===== config.mk =====
export PLATFORM = sky130hd
export DESIGN_NAME = ple_cell
export DESIGN_NICKNAME = d
export VERILOG_FILES = /design/src/rtl/ple_pkg.sv /design/src/rtl/ple_cell.sv
export SDC_FILE = /design/constraint.sdc
export NUM_CORES = 1
export LEC_CHECK = 0
export BUFFER_PORTS_ARGS = -buffer_cell sky130_fd_sc_hd__buf_2
export CORE_ASPECT_RATIO = 1.2
export CORE_MARGIN = 2
export CORE_UTILIZATION = 25
export DETAILED_ROUTE_END_ITERATION = 6
export GPL_TIMING_DRIVEN = 0
export REMOVE_ABC_BUFFERS = 1
export SYNTH_ARGS = -nofsm -noshare
export SYNTH_HDL_FRONTEND = slang
export SYNTH_SLANG_ARGS = --single-unit

===== constraint.sdc =====
create_clock -name clk -period 2.7 [get_ports clk]
set_input_delay 0.405 -clock clk [delete_from_list [all_inputs] [get_ports clk]]
set_output_delay 0.405 -clock clk [all_outputs]
set_load 0.02 [all_outputs]

===== src/rtl/ple_pkg.sv =====
// Shared types and codes for the positional list engine.
`default_nettype none

package ple_pkg;

  localparam logic [2:0] OP_APPEND = 3'd0;
  localparam logic [2:0] OP_INSERT = 3'd1;
  localparam logic [2:0] OP_UPDATE = 3'd2;
  localparam logic [2:0] OP_REMOVE = 3'd3;
  localparam logic [2:0] OP_CLEAR  = 3'd4;

  localparam logic [1:0] ST_OK      = 2'd0;
  localparam logic [1:0] ST_BAD_POS = 2'd1;
  localparam logic [1:0] ST_FULL    = 2'd2;

  typedef struct packed {
    logic [2:0]         op;
    logic [6:0]         position;
    logic signed [31:0] value;
  } ple_in_t;

  typedef struct packed {
    logic [1:0]         status;
    logic signed [31:0] removed_value;
    logic [6:0]         item_count;
    logic               is_empty;
  } ple_out_t;

  // Per-command control broadcast to every cell.
  typedef struct packed {
    logic wr;
    logic ins;
    logic rem;
  } ple_ctl_t;

endpackage

`default_nettype wire


===== src/rtl/ple_cell.sv =====
// One list slot: holds an element and shifts it to or from its neighbors.
`default_nettype none

module ple_cell #(
  parameter int VALUE_BITS = 32,
  parameter int CNT_W      = 7,
  parameter int IDX        = 0
) (
  input  wire logic                  clk,
  input  wire ple_pkg::ple_ctl_t     ctl,
  input  wire logic [CNT_W-1:0]      pos,
  input  wire logic [VALUE_BITS-1:0] wdata,
  input  wire logic [VALUE_BITS-1:0] left_val,
  input  wire logic [VALUE_BITS-1:0] right_val,
  output logic      [VALUE_BITS-1:0] val,
  output logic      [VALUE_BITS-1:0] taken
);

  import ple_pkg::*;

  localparam logic [CNT_W-1:0] MY_IDX = CNT_W'(IDX);

  logic [VALUE_BITS-1:0] val_r;
  logic [VALUE_BITS-1:0] val_nxt;

  always_comb begin
    val_nxt = val_r;
    if (ctl.rem && (MY_IDX >= pos)) begin
      // close the gap: pull from the right neighbor
      val_nxt = right_val;
    end else if (ctl.wr && (MY_IDX == pos)) begin
      val_nxt = wdata;
    end else if (ctl.ins && (MY_IDX > pos)) begin
      // open a gap: take the left neighbor's element
      val_nxt = left_val;
    end
  end

  always_ff @(posedge clk) begin
    val_r <= val_nxt;
  end

  assign val   = val_r;
  assign taken = (ctl.rem && (MY_IDX == pos)) ? val_r : '0;

endmodule

`default_nettype wire


; ---- Word level (Yosys, flattened, before mapping)
; Cells that the tools add are included.
[word_totals]
register_bits = 32
latch_bits = 0
ramBits = 0
mem_bits_ro = 0
input_bits = 107
out_inout_bits = 64
elab_cells = 13
mem_count = 0
[op_classes]
n_addsub = 0
mul = 0
n_div = 0
magnitude_cmp = 2
n_eq_ne = 0
n_shift = 0
n_mux = 4
bitwise = 0
n_reduce_logical = 6
[op_table]
columns = operator, count
row1 = $mux 32, 4
row2 = $ge 1x7->1 const A, 1
row3 = $gt 1x7->1 const A, 1
row4 = $logic_not 7->1, 1
row5 = $logic_and 1x1->1, 4
row6 = $reduce_bool 3->1, 1

; ---- Longest topological paths before layout
[logic_depth]
ltp_word = 5
mapped_depth = 5
mapped_depth_nobuf = 3

; ---- Least setup slack after synthesis
; OpenSTA, ideal clock, no wires.
[synth_path]
path_kind = input port to flip-flop
start = in pos[5]
end = reg val_r[0] (netlist: val[0]) (enable)
arrival_time_ps = 1672
slack_ps = 641
path_stages = 4
n_path_buf = 1
path_cell_list = nor3_2 buf_2 o211ai_1 inv_1
[synth_between]
elab_chain_len = 3
word_cells_on_any_way = 7
classes_between = 2 x order compare / 5 x reduce/logical
[synth_lines]
columns = element, line_no
row1 = start: declaration, ple_cell.sv:11  ; input wire logic [CNT_W-1:0] pos,
row2 = $ge 1x7->1 (tied with other cells), ple_cell.sv:28  ; if (ctl.rem && (MY_IDX >= pos)) begin
row3 = "$logic_and 1x1->1, on equally long branches", "ple_cell.sv:28, ple_cell.sv:31, ple_cell.sv:33"
row4 = $reduce_bool 3->1 (no source line) *, --
row5 = end signal: assignment, ple_cell.sv:40  ; val_r <= val_nxt;
row6 = end: declaration, ple_cell.sv:23  ; logic [VALUE_BITS-1:0] val_r;
; Every way passes the cells marked *; elsewhere a longest branch is shown, timed or not.
; A chain may end at the register's enable or synchronous reset.

; ---- Final worst setup path
[layout_path]
start = in ctl[0] in the netlist's numbering
end = out taken[24]
[layout_between]
elab_chain_len = 2
[layout_lines]
columns = element, line_no
row1 = start: declaration, ple_cell.sv:10  ; input wire ple_pkg::ple_ctl_t ctl,
row2 = $logic_and 1x1->1, ple_cell.sv:44  ; assign taken = (ctl.rem && (MY_IDX == pos)) ? val_r : '0;
row3 = $mux 32, ple_cell.sv:44
row4 = end: declaration, ple_cell.sv:16  ; output logic [VALUE_BITS-1:0] taken
; Every way passes these cells.

==> impl_metrics.ini <==
[setup_path]
cp_max_fo = 37
cp.required_ps = 2300
path_class = primary input to output pin
endpoint_kind = output pin
start_kind = primary input
cp.arrival_ps = 2070

[min_path]
hold_path_class = primary input to register
hold_depth = 2

[synth]
synth_area_mm2 = 0.00235
avgSynthCellArea_um2 = 10.2
ys_seq_area_share_pct = 40.9
ys_types = 21
ys_ff_latch = 32
synth_warnings = 0
synthCells = 231

[placed_design]
dp_worst_setup_slack_ps = -1220
dp_hpwl_um = 5870
portBuffers = 169
place_inst = 493
gp_congestion = 0.753

[cts]
cts_tree = yes
htree_levels = 2
clockBufferDepth = 2
cts.sinks = 32
cts_root_buffer = clkbuf_8
numCtsBuffers = 5
cts.clk_slew.worst_paths_ps = 60

[sta]
slew_headroom_pct = 34.8
setup_viol = 0
tightest_slew_ps = 971
period_share_pct = 91.6
setup-tns-final_ps = 0
fin_ws_ps = 228
rsz0062_at_grt = no
final_hold_viol_count = 0
fmax_ghz = 0.405
slew_violations = 0
min_period_ps = 2470

[drt]
drtIter0Drc = 105
via_per_inst = 5.23
ant_nets = 0
drt-wirelength-per-cell_um = 17.6
first_pass_iters = 5
drc_errors = 0
route.vias.total = 2653
routed_wl_um = 8940

[global_route]
grt_pass1_wl_um = 13000
antenna_found_initial = 0
first_global_vias = 2505
grt_max_degree = 38
grt-ovfl-total = 0
grt_usage_pct = 16.4

[finish]
diodes = 0
drive_gt1_share_pct = 50.1
fin_cells = 507
fin_nets = 493
areaGrowthSynthToFinish_pct = 44.1
largest_reg_flops = 32

[floorplan]
coreArea_mm2 = 0.00908
die_y_um = 110
start_util_pct = 25.8
die-area_mm2 = 0.0102
pin_count = 171
rows = 38
die_w_um = 92.5

[flow_run]
drv_cap = 0

[power]
vdd_drop_max_v = 0.000163
power_density_mw_per_mm2 = 339
p_leak_nw = 1.61
finalPower_mw = 1.15

[status]
status = completed
[cell families (layout without fill, tap and decap cells)]
group                  count (synthesis)  count (layout)  share of synthesized area (%)
DFF                                   32              32                           40.9
buffers and inverters                 63             217                           13.1
and+or+nand+nor                       71              73                           18.6
AOI/OAI and AO/OA                     65              65                           27.3
[metrics by stage]
stage          area (µm²)  hold WS, ps  utilization, %
6_report             3380          456            37.3
4_1_cts              3370          438            37.1
5_1_grt              3380          434            37.3
3_5_place_dp         3230          734            35.6
3_3_place_gp         3160          705            34.7
2_1_floorplan        2160          614               -
[where the power goes]
part / internal (mW) / leakage (nW) / total, mW / switching [mW]
registers: 0.551 / 0.279 / 0.553 / 0.00121
clock network: 0.175 / 0.0453 / 0.360 / 0.185
logic: 0.116 / 1.29 / 0.234 / 0.118
total: 0.843 / 1.61 / 1.15 / 0.304
[timing repair]
item / CTS / global route
resized for setup: 3 / 0
cloned: 1 / 1
pin swaps: 0 / 1
hold buffers: 0 / 0
buffers inserted: 4 / 0
setup endpoints to repair: 96 / 60
[layout by cell type, fill, tap and decap left out, types with 2 or more instances in the layout]
cell,n
inv_1,31
edfxtp_1,32
clkbuf_8,5
buf_6,2
buf_4,4
and3_1,32
nand2_1,2
a41oi_1,31
o221a_1,30
nor3_1,31
nor4b_4,2
buf_2,169
clkinv_2,2
[cell type report]
class	instances	area [µm²]
well taps	120	150
inverters	32	124
repair buffers	177	941
fillers	961	5700
clock buffers	5	68.8
flip-flops and latches	32	961
multi-input cells	138	1120
clock inverters	3	13.8
[path summary, 6_finish.rpt]
check,slack (ps),from,to
hold / removal,460,left_val[30],val[30]$_DFFE_PP_
setup / recovery,230,ctl[0],taken[24]
[routing by layer]
layer  track usage (%)  part of all wire [%]  vias up
li1                  -                     -     1242
met1              19.7                    40     1296
met2              30.4                    53      108
met3              2.04                   5.2        7
met4              5.01                   1.2        0
met5                 0                     0        -
[worst max-delay path, stage by stage]
cell and delay, ps:
buf_2 610, nor4b_4 440, buf_4 260, and3_1 180, buf_2 160
[synth_stat cells]
cell type	n	area (µm²)
and3_1	32	200
edfxtp_1	32	961
inv_1	32	120
a41oi_1	31	272
nor3_1	31	155
o221a_1	30	338
clkbuf_1	14	52.6
buf_2	6	30.0
buf_6	6	67.6
buf_4	5	37.5
nand2_1	2	7.51
a22o_1	1	8.76
and2_1	1	6.26
nand2_2	1	6.26
nor2b_1	1	6.26
nor3_2	1	10.0
nor4_4	1	21.3
nor4b_4	1	23.8
o211ai_1	1	7.51
o21ai_0	1	5.00
o221a_2	1	11.3
Note: power is estimated with default switching activity, not from simulation.
